$ cat src/rtl/prqs_pkg.sv
// Shared codes, constants and handshake types of the priority ready-queue scheduler.
package prqs_pkg;

  // Operation codes carried on in_tuser.
  localparam logic [1:0] OP_INSERT  = 2'd0;
  localparam logic [1:0] OP_REMOVE  = 2'd1;
  localparam logic [1:0] OP_TICK    = 2'd2;
  localparam logic [1:0] OP_RESCHED = 2'd3;

  // Result status codes carried on out_tuser.
  localparam logic [1:0] ST_OK     = 2'd0;
  localparam logic [1:0] ST_DUP    = 2'd1;
  localparam logic [1:0] ST_ABSENT = 2'd2;

  // Configuration register indexes.
  localparam logic CFG_QUANTUM   = 1'b0;
  localparam logic CFG_INIT_PRIO = 1'b1;

  // Q1.8 priority of 1.0 and the floor of the quantum counter.
  localparam logic [8:0]        PRIO_ONE = 9'd256;
  localparam logic signed [8:0] QC_MIN   = 9'sh100;

  // Request to the aging unit.
  typedef struct packed {
    logic              start;
    logic [8:0]        prio;
    logic [7:0]        len;
    logic signed [8:0] qc;
  } age_req_t;

  // Answer of the aging unit.
  typedef struct packed {
    logic       done;
    logic [8:0] prio;
  } age_rsp_t;

endpackage

$ cat src/rtl/prqs_ram.sv
// Generic single-write, single-read RAM with registered read data.
module prqs_ram #(
  parameter int WIDTH = 8,
  parameter int DEPTH = 16
) (
  input  logic                     clk,
  input  logic                     we,
  input  logic [$clog2(DEPTH)-1:0] waddr,
  input  logic [WIDTH-1:0]         wdata,
  input  logic [$clog2(DEPTH)-1:0] raddr,
  output logic [WIDTH-1:0]         rdata
);

  logic [WIDTH-1:0] mem [DEPTH];
  logic [WIDTH-1:0] rdata_r;

  always_ff @(posedge clk) begin
    if (we) begin
      mem[waddr] <= wdata;
    end
    rdata_r <= mem[raddr];
  end

  assign rdata = rdata_r;

endmodule

$ cat src/rtl/prqs_age.sv
// Priority aging unit: one multiply, then a restoring divide at one quotient bit per cycle.
module prqs_age
  import prqs_pkg::*;
(
  input  logic     clk,
  input  logic     rst_n,
  input  age_req_t req,
  output age_rsp_t rsp
);

  localparam logic [1:0] A_IDLE = 2'd0;
  localparam logic [1:0] A_MUL  = 2'd1;
  localparam logic [1:0] A_LOAD = 2'd2;
  localparam logic [1:0] A_DIV  = 2'd3;
  localparam logic [3:0] LAST_STEP = 4'd8;

  logic [1:0]  st_r, st_nxt;
  logic        done_r, done_nxt;
  logic [3:0]  cnt_r, cnt_nxt;
  logic [8:0]  p_r, p_nxt;
  logic [7:0]  len_r, len_nxt;
  logic [7:0]  used_r, used_nxt;
  logic [16:0] prod_r, prod_nxt;
  logic [8:0]  rem_r, rem_nxt;
  logic [8:0]  n_r, n_nxt;

  logic [7:0]  used_c;
  logic [17:0] num;
  logic [8:0]  dvs;
  logic [9:0]  trial;
  logic        ge;

  // Ticks used, clamped to 0..len.
  always_comb begin
    if (req.qc <= 9'sd0) begin
      used_c = req.len;
    end else if (req.qc[7:0] >= req.len) begin
      used_c = 8'd0;
    end else begin
      used_c = req.len - req.qc[7:0];
    end
  end

  assign num   = 18'(prod_r) + 18'({used_r, 8'd0});
  assign dvs   = {len_r, 1'b0};
  assign trial = {rem_r, n_r[8]};
  assign ge    = trial >= {1'b0, dvs};

  always_comb begin
    st_nxt   = st_r;
    done_nxt = 1'b0;
    cnt_nxt  = cnt_r;
    p_nxt    = p_r;
    len_nxt  = len_r;
    used_nxt = used_r;
    prod_nxt = prod_r;
    rem_nxt  = rem_r;
    n_nxt    = n_r;
    case (st_r)
      A_IDLE: begin
        if (req.start) begin
          p_nxt    = req.prio;
          len_nxt  = req.len;
          used_nxt = used_c;
          st_nxt   = A_MUL;
        end
      end
      A_MUL: begin
        prod_nxt = {8'd0, p_r} * {9'd0, len_r};
        st_nxt   = A_LOAD;
      end
      A_LOAD: begin
        // The quotient fits nine bits, so the upper half starts below the divisor.
        rem_nxt = num[17:9];
        n_nxt   = num[8:0];
        cnt_nxt = 4'd0;
        st_nxt  = A_DIV;
      end
      A_DIV: begin
        rem_nxt = ge ? 9'(trial - {1'b0, dvs}) : trial[8:0];
        n_nxt   = {n_r[7:0], ge};
        cnt_nxt = cnt_r + 4'd1;
        if (cnt_r == LAST_STEP) begin
          done_nxt = 1'b1;
          st_nxt   = A_IDLE;
        end
      end
      default: st_nxt = A_IDLE;
    endcase
  end

  always_ff @(posedge clk) begin
    if (!rst_n) begin
      st_r   <= A_IDLE;
      done_r <= 1'b0;
    end else begin
      st_r   <= st_nxt;
      done_r <= done_nxt;
    end
  end

  always_ff @(posedge clk) begin
    cnt_r  <= cnt_nxt;
    p_r    <= p_nxt;
    len_r  <= len_nxt;
    used_r <= used_nxt;
    prod_r <= prod_nxt;
    rem_r  <= rem_nxt;
    n_r    <= n_nxt;
  end

  assign rsp.done = done_r;
  assign rsp.prio = n_r;

endmodule

$ cat src/rtl/priority_ready_queue_scheduler_top.sv
// Top level of the priority ready-queue scheduler: sequencer, queue memories, aging unit and result register.
//
// The scheduler keeps a ready queue of task slots ordered by descending Q1.8 priority, with equal
// priorities in arrival order, and answers every input beat with exactly one result beat that shows
// the selection, the quantum left, the queue length and a status after the operation. Items are
// handled one at a time and in_tready is high only while the sequencer is idle. A timer tick or a
// rejected insert or remove goes straight to the result. An insert walks the queue from its tail
// toward the head through the order and priority memories, moving each entry that sits behind the
// new slot; a remove scans the whole queue from the head and closes the gap. A reschedule that has
// to act ages the current task in a multiply and restoring divide unit (one quotient bit per
// cycle), then removes and reinserts that task if it is still queued and reads the queue head; with
// no task selected it only reads the head. Those memory walks and the divider set the rate. The
// order and priority memories are not cleared after reset and need no clearing pass, so the block
// is ready as soon as reset is released. Configuration beats are taken at any time (cfg_ready is
// always high) but are only meant to arrive while the block is idle.
module priority_ready_queue_scheduler_top
  import prqs_pkg::*;
#(
  parameter int SLOTS = 16
) (
  input  logic        clk,
  input  logic        rst_n,
  // Input channel.
  input  logic        in_tvalid,
  output logic        in_tready,
  input  logic [7:0]  in_tdata,   // [3:0] slot, [4] fresh_task, [7:5] zero
  input  logic [1:0]  in_tuser,   // [1:0] opcode
  // Result channel.
  output logic        out_tvalid,
  input  logic        out_tready,
  output logic [23:0] out_tdata,  // [3:0] selected_slot, [4] selected_valid,
                                  // [13:5] quantum_left, [18:14] queue_count, [23:19] zero
  output logic [1:0]  out_tuser,  // [1:0] status
  // Configuration write channel.
  input  logic        cfg_valid,
  output logic        cfg_ready,
  input  logic        cfg_index,
  input  logic [8:0]  cfg_data
);

  localparam int SW = $clog2(SLOTS);
  localparam int LW = $clog2(SLOTS + 1);

  // Sequencer states.
  localparam logic [3:0] S_IDLE    = 4'd0;
  localparam logic [3:0] S_INS_PLD = 4'd1;
  localparam logic [3:0] S_INS_CHK = 4'd2;
  localparam logic [3:0] S_INS_ORD = 4'd3;
  localparam logic [3:0] S_INS_CMP = 4'd4;
  localparam logic [3:0] S_RM_RD   = 4'd5;
  localparam logic [3:0] S_RM_CHK  = 4'd6;
  localparam logic [3:0] S_AGE_RD  = 4'd7;
  localparam logic [3:0] S_AGE_WT  = 4'd8;
  localparam logic [3:0] S_PICK    = 4'd9;
  localparam logic [3:0] S_PICK_RD = 4'd10;
  localparam logic [3:0] S_DONE    = 4'd11;

  // Control state.
  logic [3:0]        state_r, state_nxt;
  logic [LW-1:0]     len_r, len_nxt;
  logic [SLOTS-1:0]  mask_r, mask_nxt;
  logic [SW-1:0]     cur_r, cur_nxt;
  logic              cv_r, cv_nxt;
  logic signed [8:0] qc_r, qc_nxt;
  logic [7:0]        ql_r, ql_nxt;
  logic [8:0]        ip_r, ip_nxt;
  logic              out_valid_r, out_valid_nxt;
  logic              found_r, found_nxt;
  logic              resched_r, resched_nxt;

  // Working payload.
  logic [SW-1:0]     s_r, s_nxt;
  logic [8:0]        p_r, p_nxt;
  logic [SW-1:0]     d_r, d_nxt;
  logic [LW-1:0]     j_r, j_nxt;
  logic [1:0]        status_r, status_nxt;
  logic [18:0]       out_data_r, out_data_nxt;
  logic [1:0]        out_status_r, out_status_nxt;

  // Memory ports.
  logic              ord_we, pri_we;
  logic [SW-1:0]     ord_waddr, ord_raddr, pri_waddr, pri_raddr;
  logic [SW-1:0]     ord_wdata, ord_rdata;
  logic [8:0]        pri_wdata, pri_rdata;

  age_req_t          age_req;
  age_rsp_t          age_rsp;
  logic              age_start;

  logic [1:0]        in_op;
  logic [SW-1:0]     slot_idx;
  logic              slot_ok;
  logic              in_fresh;
  logic [8:0]        init_sat;
  logic [7:0]        eff_len;
  logic [LW-1:0]     j_dec, j_inc;

  assign in_op     = in_tuser;
  assign slot_idx  = SW'(in_tdata[3:0]);
  assign slot_ok   = int'(in_tdata[3:0]) < SLOTS;
  assign in_fresh  = in_tdata[4];
  assign init_sat  = (ip_r > PRIO_ONE) ? PRIO_ONE : ip_r;
  assign eff_len   = (ql_r == 8'd0) ? 8'd1 : ql_r;
  assign j_dec     = j_r - LW'(1);
  assign j_inc     = j_r + LW'(1);
  assign in_tready = (state_r == S_IDLE);
  assign cfg_ready = 1'b1;

  assign age_req = '{start: age_start, prio: pri_rdata, len: eff_len, qc: qc_r};

  always_comb begin
    state_nxt      = state_r;
    len_nxt        = len_r;
    mask_nxt       = mask_r;
    cur_nxt        = cur_r;
    cv_nxt         = cv_r;
    qc_nxt         = qc_r;
    ql_nxt         = ql_r;
    ip_nxt         = ip_r;
    out_valid_nxt  = out_valid_r & ~out_tready;
    found_nxt      = found_r;
    resched_nxt    = resched_r;
    s_nxt          = s_r;
    p_nxt          = p_r;
    d_nxt          = d_r;
    j_nxt          = j_r;
    status_nxt     = status_r;
    out_data_nxt   = out_data_r;
    out_status_nxt = out_status_r;
    ord_we         = 1'b0;
    ord_waddr      = j_r[SW-1:0];
    ord_wdata      = s_r;
    ord_raddr      = '0;
    pri_we         = 1'b0;
    pri_waddr      = s_r;
    pri_wdata      = p_r;
    pri_raddr      = cur_r;
    age_start      = 1'b0;

    if (cfg_valid) begin
      if (cfg_index == CFG_QUANTUM) begin
        ql_nxt = cfg_data[7:0];
      end else begin
        ip_nxt = cfg_data;
      end
    end

    case (state_r)
      S_IDLE: begin
        if (in_tvalid) begin
          s_nxt       = slot_idx;
          status_nxt  = ST_OK;
          resched_nxt = 1'b0;
          found_nxt   = 1'b0;
          j_nxt       = len_r;
          case (in_op)
            OP_INSERT: begin
              if (!slot_ok || mask_r[slot_idx]) begin
                status_nxt = ST_DUP;
                state_nxt  = S_DONE;
              end else if (in_fresh) begin
                pri_we    = 1'b1;
                pri_waddr = slot_idx;
                pri_wdata = init_sat;
                p_nxt     = init_sat;
                state_nxt = S_INS_CHK;
              end else begin
                pri_raddr = slot_idx;
                state_nxt = S_INS_PLD;
              end
            end
            OP_REMOVE: begin
              if (!(slot_ok && mask_r[slot_idx])) begin
                status_nxt = ST_ABSENT;
                state_nxt  = S_DONE;
              end else begin
                j_nxt     = '0;
                state_nxt = S_RM_RD;
              end
            end
            OP_TICK: begin
              if (qc_r != QC_MIN) begin
                qc_nxt = qc_r - 9'sd1;
              end
              state_nxt = S_DONE;
            end
            default: begin
              resched_nxt = 1'b1;
              if (cv_r && mask_r[cur_r] && qc_r > 9'sd0) begin
                state_nxt = S_DONE;
              end else if (cv_r) begin
                pri_raddr = cur_r;
                state_nxt = S_AGE_RD;
              end else begin
                state_nxt = S_PICK;
              end
            end
          endcase
        end
      end
      S_INS_PLD: begin
        p_nxt     = pri_rdata;
        state_nxt = S_INS_CHK;
      end
      S_INS_CHK: begin
        ord_raddr = j_dec[SW-1:0];
        if (j_r == '0) begin
          ord_we           = 1'b1;
          ord_waddr        = '0;
          ord_wdata        = s_r;
          len_nxt          = len_r + LW'(1);
          mask_nxt[s_r]    = 1'b1;
          state_nxt        = resched_r ? S_PICK : S_DONE;
        end else begin
          state_nxt = S_INS_ORD;
        end
      end
      S_INS_ORD: begin
        d_nxt     = ord_rdata;
        pri_raddr = ord_rdata;
        state_nxt = S_INS_CMP;
      end
      S_INS_CMP: begin
        ord_we    = 1'b1;
        ord_waddr = j_r[SW-1:0];
        if (pri_rdata >= p_r) begin
          // Everything ahead is at least as urgent: the new slot lands here.
          ord_wdata     = s_r;
          len_nxt       = len_r + LW'(1);
          mask_nxt[s_r] = 1'b1;
          state_nxt     = resched_r ? S_PICK : S_DONE;
        end else begin
          ord_wdata = d_r;
          j_nxt     = j_dec;
          state_nxt = S_INS_CHK;
        end
      end
      S_RM_RD: begin
        ord_raddr = j_r[SW-1:0];
        state_nxt = S_RM_CHK;
      end
      S_RM_CHK: begin
        if (found_r) begin
          ord_we    = 1'b1;
          ord_waddr = j_dec[SW-1:0];
          ord_wdata = ord_rdata;
        end
        if (ord_rdata == s_r) begin
          found_nxt = 1'b1;
        end
        j_nxt = j_inc;
        if (j_inc == len_r) begin
          len_nxt       = len_r - LW'(1);
          mask_nxt[s_r] = 1'b0;
          if (resched_r) begin
            j_nxt     = len_r - LW'(1);
            state_nxt = S_INS_CHK;
          end else begin
            state_nxt = S_DONE;
          end
        end else begin
          state_nxt = S_RM_RD;
        end
      end
      S_AGE_RD: begin
        age_start = 1'b1;
        state_nxt = S_AGE_WT;
      end
      S_AGE_WT: begin
        if (age_rsp.done) begin
          pri_we    = 1'b1;
          pri_waddr = cur_r;
          pri_wdata = age_rsp.prio;
          p_nxt     = age_rsp.prio;
          s_nxt     = cur_r;
          if (mask_r[cur_r]) begin
            j_nxt     = '0;
            found_nxt = 1'b0;
            state_nxt = S_RM_RD;
          end else begin
            state_nxt = S_PICK;
          end
        end
      end
      S_PICK: begin
        ord_raddr = '0;
        if (len_r == '0) begin
          cv_nxt    = 1'b0;
          cur_nxt   = '0;
          qc_nxt    = 9'sd0;
          state_nxt = S_DONE;
        end else begin
          state_nxt = S_PICK_RD;
        end
      end
      S_PICK_RD: begin
        cur_nxt = ord_rdata;
        cv_nxt  = 1'b1;
        if (!cv_r || cur_r != ord_rdata) begin
          qc_nxt = $signed({1'b0, eff_len});
        end
        state_nxt = S_DONE;
      end
      S_DONE: begin
        if (!out_valid_r || out_tready) begin
          out_data_nxt   = {5'(len_r), qc_r, cv_r, 4'(cur_r)};
          out_status_nxt = status_r;
          out_valid_nxt  = 1'b1;
          state_nxt      = S_IDLE;
        end
      end
      default: state_nxt = S_IDLE;
    endcase
  end

  always_ff @(posedge clk) begin
    if (!rst_n) begin
      state_r     <= S_IDLE;
      len_r       <= '0;
      mask_r      <= '0;
      cur_r       <= '0;
      cv_r        <= 1'b0;
      qc_r        <= 9'sd0;
      ql_r        <= 8'd10;
      ip_r        <= 9'd128;
      out_valid_r <= 1'b0;
      found_r     <= 1'b0;
      resched_r   <= 1'b0;
    end else begin
      state_r     <= state_nxt;
      len_r       <= len_nxt;
      mask_r      <= mask_nxt;
      cur_r       <= cur_nxt;
      cv_r        <= cv_nxt;
      qc_r        <= qc_nxt;
      ql_r        <= ql_nxt;
      ip_r        <= ip_nxt;
      out_valid_r <= out_valid_nxt;
      found_r     <= found_nxt;
      resched_r   <= resched_nxt;
    end
  end

  always_ff @(posedge clk) begin
    s_r          <= s_nxt;
    p_r          <= p_nxt;
    d_r          <= d_nxt;
    j_r          <= j_nxt;
    status_r     <= status_nxt;
    out_data_r   <= out_data_nxt;
    out_status_r <= out_status_nxt;
  end

  assign out_tvalid = out_valid_r;
  assign out_tdata  = {5'd0, out_data_r};
  assign out_tuser  = out_status_r;

  // Queue order: slot numbers from head to tail.
  prqs_ram #(
    .WIDTH(SW),
    .DEPTH(SLOTS)
  ) u_order (
    .clk  (clk),
    .we   (ord_we),
    .waddr(ord_waddr),
    .wdata(ord_wdata),
    .raddr(ord_raddr),
    .rdata(ord_rdata)
  );

  // Priority of each slot.
  prqs_ram #(
    .WIDTH(9),
    .DEPTH(SLOTS)
  ) u_prio (
    .clk  (clk),
    .we   (pri_we),
    .waddr(pri_waddr),
    .wdata(pri_wdata),
    .raddr(pri_raddr),
    .rdata(pri_rdata)
  );

  prqs_age u_age (
    .clk  (clk),
    .rst_n(rst_n),
    .req  (age_req),
    .rsp  (age_rsp)
  );

  // The queued mask and the queue length must always agree.
  assert property (@(posedge clk) disable iff (!rst_n)
    $countones(mask_r) == int'(len_r))
    else $error("queued mask and queue length disagree");

  // With no task selected the current slot reads as zero.
  assert property (@(posedge clk) disable iff (!rst_n)
    !cv_r |-> cur_r == '0)
    else $error("current slot nonzero while no task is selected");

  // Reading the queue head always leaves a task selected.
  assert property (@(posedge clk) disable iff (!rst_n)
    state_r == S_PICK_RD |=> cv_r)
    else $error("pick from a nonempty queue left no task selected");

  // An aged priority never exceeds 383, the average of the largest nine-bit value and one.
  assert property (@(posedge clk) disable iff (!rst_n)
    age_rsp.done |-> age_rsp.prio <= 9'd383)
    else $error("aged priority out of range");

  // A new result waits in the done state until the pending one has been taken.
  assert property (@(posedge clk) disable iff (!rst_n)
    (out_valid_r && !out_tready && state_r == S_DONE) |=> state_r == S_DONE)
    else $error("result register overwritten before it was taken");

endmodule

$ cat config.mk
export PLATFORM = sky130hd
export DESIGN_NAME = priority_ready_queue_scheduler_top
export DESIGN_NICKNAME = d
export VERILOG_FILES = /design/src/rtl/prqs_pkg.sv /design/src/rtl/prqs_ram.sv /design/src/rtl/prqs_age.sv /design/src/rtl/priority_ready_queue_scheduler_top.sv
export SDC_FILE = /design/constraint.sdc
export NUM_CORES = 1
export LEC_CHECK = 0
export BUFFER_PORTS_ARGS = -buffer_cell sky130_fd_sc_hd__buf_2
export CAP_MARGIN = 15
export CORE_UTILIZATION = 50
export DETAILED_ROUTE_END_ITERATION = 7
export PLACE_DENSITY = 0.76
export RECOVER_POWER = 100
export SYNTH_ARGS = -nofsm -noshare
export SYNTH_HDL_FRONTEND = slang
export SYNTH_SLANG_ARGS = --single-unit
$ cat constraint.sdc
create_clock -name clk -period 10.1 [get_ports clk]
set_input_delay 0 -clock clk [delete_from_list [all_inputs] [get_ports clk]]
set_output_delay 0 -clock clk [all_outputs]
set_load 0.01 [all_outputs]
# After elaboration in Yosys (flattened, before gate mapping)
# Memories as Yosys holds them, arrays and structs flattened. A register that Yosys moved wholly into a read port is not among the register bits.
# Index checks and enable logic that the tools add are counted.
# Widths: inputs -> output; s select.
dict set report word_totals {
  regBits 171
  mem_bits_rw 208
  in_bits 25
  output_inout_bits 29
  wordCells 241
  mem_count 2
}
# name depth word_bits read_ports rd_clocked_by_memory_dff wr line
set mem_list {}
lappend mem_list {u_prio.mem 16 9 1 1 1 prqs_ram.sv:14} ;# logic [WIDTH-1:0] mem [DEPTH];
lappend mem_list {u_order.mem 16 4 1 1 1 prqs_ram.sv:14}
dict set report op_classes {
  add_sub_neg 9
  multipliers 1
  n_lt_le_gt_ge 10
  eq_ne 36
  mux 114
  bitwise 6
  reduce_logical 36
}
# operator count
set ops {}
lappend ops {{$mux 4} 27}
lappend ops {{$mux 9} 12}
lappend ops {{$pmux 4 s2} 8}
lappend ops {{$mux 5} 11}
lappend ops {{$pmux 9 s2} 3}
lappend ops {{$pmux 9 s3} 2}
lappend ops {{$mux 16} 3}
lappend ops {{$pmux 16 s3} 1}
lappend ops {{$pmux 4 s12} 1}
lappend ops {{$mux 1} 26}
lappend ops {{$mux 8} 3}
lappend ops {{$ne 2x2->1 const B} 11}
lappend ops {{$eq 4x4->1 const B} 5}
lappend ops {{$pmux 5 s4} 1}
lappend ops {{$add 17x16->18} 1}
lappend ops {{$reduce_and 2->1} 9}
lappend ops {{$mul 9x8->17} 1}
lappend ops {{$and 16x16->16} 1}
lappend ops {{$eq 4x3->1 const B} 4}
lappend ops {{$not 16->16} 1}
lappend ops {{$or 16x16->16} 1}
lappend ops {{$lt 4x5->1 const B} 3}
lappend ops {{$pmux 5 s3} 1}
lappend ops {{$pmux 4 s3} 1}
lappend ops {{other kinds (46)} 75}

# Depth between registers and ports, before layout
dict set report depth {
  word_depth 8
  mapped_depth 18
  mapped_depth_nobuf 18
}

# Modules after synthesis
# Synthesis repeated with hierarchy kept, for this count alone.
dict set report unflattened {
  cells_unflattened 1767
  area_unflattened_um2 21470.6
}
# module instances cells_each area_each_um2 seq_area_each_um2
set modules_own_cells {}
lappend modules_own_cells {priority_ready_queue_scheduler_top 1 808 7000.5 2532.4}
lappend modules_own_cells {prqs_age 1 575 6023.3 1981.9}
lappend modules_own_cells {{prqs_ram (u_prio)} 1 254 5780.5 4504.3}
lappend modules_own_cells {{prqs_ram (u_order)} 1 130 2666.3 2001.9}

# Worst setup path before layout
# OpenSTA, ideal clock, no wires.
dict set report synth_path {
  path_type {register -> register}
  startpoint {register u_age.len_r[4]}
  endpoint {register u_age.prod_r[15], data pin}
  setup_time_ps 258
  arrival_time_ps 4176
  required_time_ps 9842
  path_slack_ps 5666
  path_stages_with_launch 16
  n_path_buf 0
  period_less_slack_ps 4434
  cell_sequence {edfxtp_1 > and2_1 > fa_1 > fa_1 > inv_1 > fa_1 > fa_1 > inv_1 > ha_1 > o21ai_0 > a21boi_0 > o21ai_0 > a21oi_1 > a41o_1 > o41a_1 > xor2_1}
}
dict set report synth_between {
  elab_chain_len 1
}
# item line
set synth_rtl {}
lappend synth_rtl {{start, declared} prqs_age.sv:21} ;# logic [7:0] len_r, len_nxt;
lappend synth_rtl {{start signal, assigned} prqs_age.sv:105} ;# len_r <= len_nxt;
lappend synth_rtl {{$mul 9x8->17} prqs_age.sv:69} ;# prod_nxt = {8'd0, p_r} * {9'd0, len_r};
lappend synth_rtl {{end signal, assigned} prqs_age.sv:107} ;# prod_r <= prod_nxt;
lappend synth_rtl {{end, declared} prqs_age.sv:23} ;# logic [16:0] prod_r, prod_nxt;
# Every way passes these cells.
# A chain may end at the register's enable or synchronous reset.

# Worst setup path after layout
dict set report layout_path {
  startpoint {register state_r[3]}
  endpoint {register u_prio.rdata_r[1] (netlist: u_prio.rdata[1]), read port of u_prio.mem}
}
dict set report layout_between {
  elab_chain_len 2
  elab_cells_between_ends 3
  cone_classes {eq/ne (1); mux (1); reduce/logical (1)}
}
# item line
set layout_rtl {}
lappend layout_rtl {{start, declared} priority_ready_queue_scheduler_top.sv:59} ;# logic [3:0] state_r, state_nxt;
lappend layout_rtl {{start signal, assigned} priority_ready_queue_scheduler_top.sv:330} ;# state_r <= state_nxt;
lappend layout_rtl {{$eq 4x2->1 / $logic_not 4->1 (equally long branches)} priority_ready_queue_scheduler_top.sv:148} ;# case (state_r)
lappend layout_rtl {{$pmux 4 s2 *} priority_ready_queue_scheduler_top.sv:148}
lappend layout_rtl {{end, declared} prqs_ram.sv:15} ;# logic [WIDTH-1:0] rdata_r;
# Every way passes the cells marked *; elsewhere a longest branch is shown, timed or not.

==> results.md <==
* Outcome: complete, but fails checks
* Violated checks: capacitance limit, slew limit
* Clock Path Buffers at 3
* Clock latency on the worst-skew pair at 0.54 ns
* Worst slew pin tran at ~2.1 ns
* Leak at between 8 and 9 nW
* Highest achievable clock rate at 201 MHz
* Site Rows at 74
* Via count at 14800
* Worst-path cell chain: clkbuf_1 > nor4_1 > or3b_1 > o22ai_1 > mux2i_1 > nand2_1 > nor2_1 > a31oi_1 > and4b_1
* Seq cells post-synth at ~400
* Slowest CP cell: mux2i_1
* Final ANT Viol Nets at 0
* Setup Buffers After CTS at 0
* Clock power frac at 0.281
* Largest net degree at the start of global routing at 73
* Final setup vio count at 0
* Syn Area/Cell at 11.1 um2
* Clock Pin Slew Worst Setup and Hold Paths at 0.06 ns
* Critical Path Fanout Max at 23
* Min Tclk post-route at 4.98 ns
* Post-Synthesis Cells at 1883
* WP data arrival at between 5 and 6 ns
* Pwr dens at 236 nW/um2
* Worst clock skew at 0.0185 ns
* Worst Setup End Kind: flop
* Max_cap viols at 6
* Wire per inst at 19.5 um
* Clock Sinks at 392
* Type of the worst setup path: flop to flop
* Worst slew margin at -0.397
* Seq/Total Area, Yosys at 0.526
* Global-route wire length before repair at 76.2 mm
* Hold WC Path Type: input port to flop
* Io pins at 54
* Switching share of total power at 0.339
* Antenna Cells at 0
* DPL Wire Length at 33.1 mm
* Setup TNS at 0 ns
* Die W at 207 um
* Initial Util at 0.510
* Residual DRC at 0
* Ys async rst share at 0
* Hold Fails Final Rpt at 0
* Core footprint at 41100 um2
* Final period utilization at 0.493
* Syn. warnings at 0
* Routed vias/inst at 5.94
* EDFF count, synth at between 300 and 400
* Die extent in y at between 200 and 250 um
* Top FF cell, synth: edfxtp_1
* Post-Syn Area at 21000 um2
* Aggregate global routing overflow at 0
* Final Util at 0.564
* Die area at 42800 um2
* Seq pwr share at 0.428
* Layout area overhead at 10.6%
* Distinct cells, synth at 85
* Final wirelength at between 40 and 50 mm
* Num CTS Buffers at between 40 and 50
* Share of cells above drive strength 1 at 0.0724
* CTS root buf: clkbuf_16
* Drt first pass iters at 8
* RSZ-0062 raised after global routing: no
* Post-CTS sizing at 0
* Routability cong. at 0.902
* Largest stage delay, worst path at just under 0.9 ns
* Internal power at 3.62 mW
* Switching power at ~1.9 mW
* Most frequent cells in the layout: 317 x edfxtp_1, 273 x nand2_1, 118 x nor2_1
* Commonest non-fill, non-tap cell in the layout: edfxtp_1
* Combinational Power Share at 0.291
* Initial drt markers at approximately 1200
* Vias in the first global route at around 15000
* Worst setup SP type: flop
* PortBufs at 44
* H-tree lvl count at 2
* Gr usage total at 0.227
* VDD IR max at ~170 uV
* CTS tree: built
* # hold bufs at CTS at 32
* Fin. max-slew vios at 155
* Final net count at 2085
* Antenna violations before repair at 0
* Req. time, crit path at about 11 ns
## final timing paths
path | slack, ns | from | depth (start not counted) | to
hold reg to reg | 0.43 | status_r[0] | 0 | out_tuser[0]
setup / recovery | 5.12 | state_r[3] | 9 | u_prio.rdata[1]
setup reg to reg | 5.12 | state_r[3] | 9 | u_prio.rdata[1]
hold / removal | 0.03 | in_tuser[1] | 4 | resched_r
## cells by family after synthesis
group	Yosys count	synth area share
flops	392	0.526
compound gates	337	0.109
other cells	2	0.000358
xor+xnor	50	0.0222
simple gates	694	0.161
fa+ha+maj	131	0.0943
mux	63	0.0461
buf+inv	214	0.0412
## routing by layer
layer  vias up  routed length [um]  global-route usage  share of wire
li1       6849                   -                   -              -
met1      7330               20000               0.295           0.41
met2       532               24600               0.394           0.51
met3        96                2820              0.0314          0.058
met4         0                1220              0.0686          0.025
met5         -                   0                   0              0
## per-stage QoR
step / cell area, um2 / power [mW] / hold slack, ns / cells / worst slack (ns)
after CTS: 23300 / 5.49 / 0.00348 / 2491 / 5.17
after global routing: 23200 / 5.71 / 0.0520 / 2494 / 4.81
after detailed placement: 21600 / 3.95 / 0.268 / 2382 / 5.21
after floorplan: 21000 / 3.43 / 0.124 / 1887 / 5.67
after global placement: 21600 / 3.88 / 0.263 / 2382 / 5.25
final: 23200 / 5.47 / 0.0298 / 2494 / 5.12
## sequential cells by signal, summed over array words and instances, names as in the netlist, 4 cells and up, named ones only
name and count:
ip_r 9, len_r 5, out_data_r 19, state_r 4, d_r 4, u_order.mem 64
u_prio.rdata 9, s_r 4, u_age.len_r 8, qc_r 9, u_order.rdata 4, p_r 9
cur_r 4, u_age.prod_r 17, j_r 5, u_age.cnt_r 4, u_age.rem_r 9, ql_r 8
u_prio.mem 144, u_age.used_r 8, u_age.p_r 9, u_age.n_r 9
## Yosys cell counts (11+ instances only)
| cell type | number | area (um2) |
|---|---|---|
| clkbuf_1 | 73 | 274 |
| o21bai_1 | 13 | 97.6 |
| nor3_1 | 18 | 90.1 |
| fa_1 | 45 | 901 |
| mux4_2 | 25 | 563 |
| nand2_1 | 273 | 1020 |
| nor2b_1 | 23 | 144 |
| mux2_2 | 11 | 124 |
| nor3b_1 | 13 | 97.6 |
| o21ai_0 | 54 | 270 |
| a22oi_1 | 14 | 105 |
| nand2b_1 | 16 | 100 |
| xnor2_1 | 30 | 263 |
| nand3_1 | 70 | 350 |
| mux2i_1 | 24 | 240 |
| inv_1 | 115 | 432 |
| a21oi_1 | 94 | 470 |
| nand4_1 | 13 | 81.3 |
| a31oi_1 | 20 | 125 |
| nor2_1 | 119 | 447 |
| buf_2 | 12 | 60.1 |
| edfxtp_1 | 317 | 9520 |
| and2_1 | 80 | 500 |
| a21o_1 | 16 | 120 |
| xor2_1 | 18 | 158 |
| o211ai_1 | 11 | 82.6 |
| dfxtp_1 | 75 | 1500 |
| ha_1 | 86 | 1080 |
| o221ai_1 | 12 | 105 |
| and3_1 | 23 | 144 |
## worst max-delay path: cells and delay by family (launching register included)
family | cells | cell delay, ns
buffers and inverters | 1 | 0.51
DFF | 1 | 0.52
muxes | 1 | 0.89
AOI/OAI and AO/OA | 2 | 0.82
and+or+nand+nor | 5 | 2.10
## final cells by class
class	count	area (um2)
inverters	115	432
multi-input cells	1281	9080
flip-flops and latches	392	11000
fillers	3398	17900
repair buffers	97	611
well taps	532	666
clock inverters	19	176
clock buffers	58	1200
## power by group through the flow
stage                     Sequential (mW)  Clock [mW]  Combinational [mW]
after floorplan                      2.25           0                1.18
after global placement               2.36           0                1.52
after detailed placement             2.37           0                1.58
after CTS                            2.33        1.55                1.60
after global routing                 2.35        1.62                1.74
final                                2.34        1.54                1.59
(Power assumes the default switching activity.)
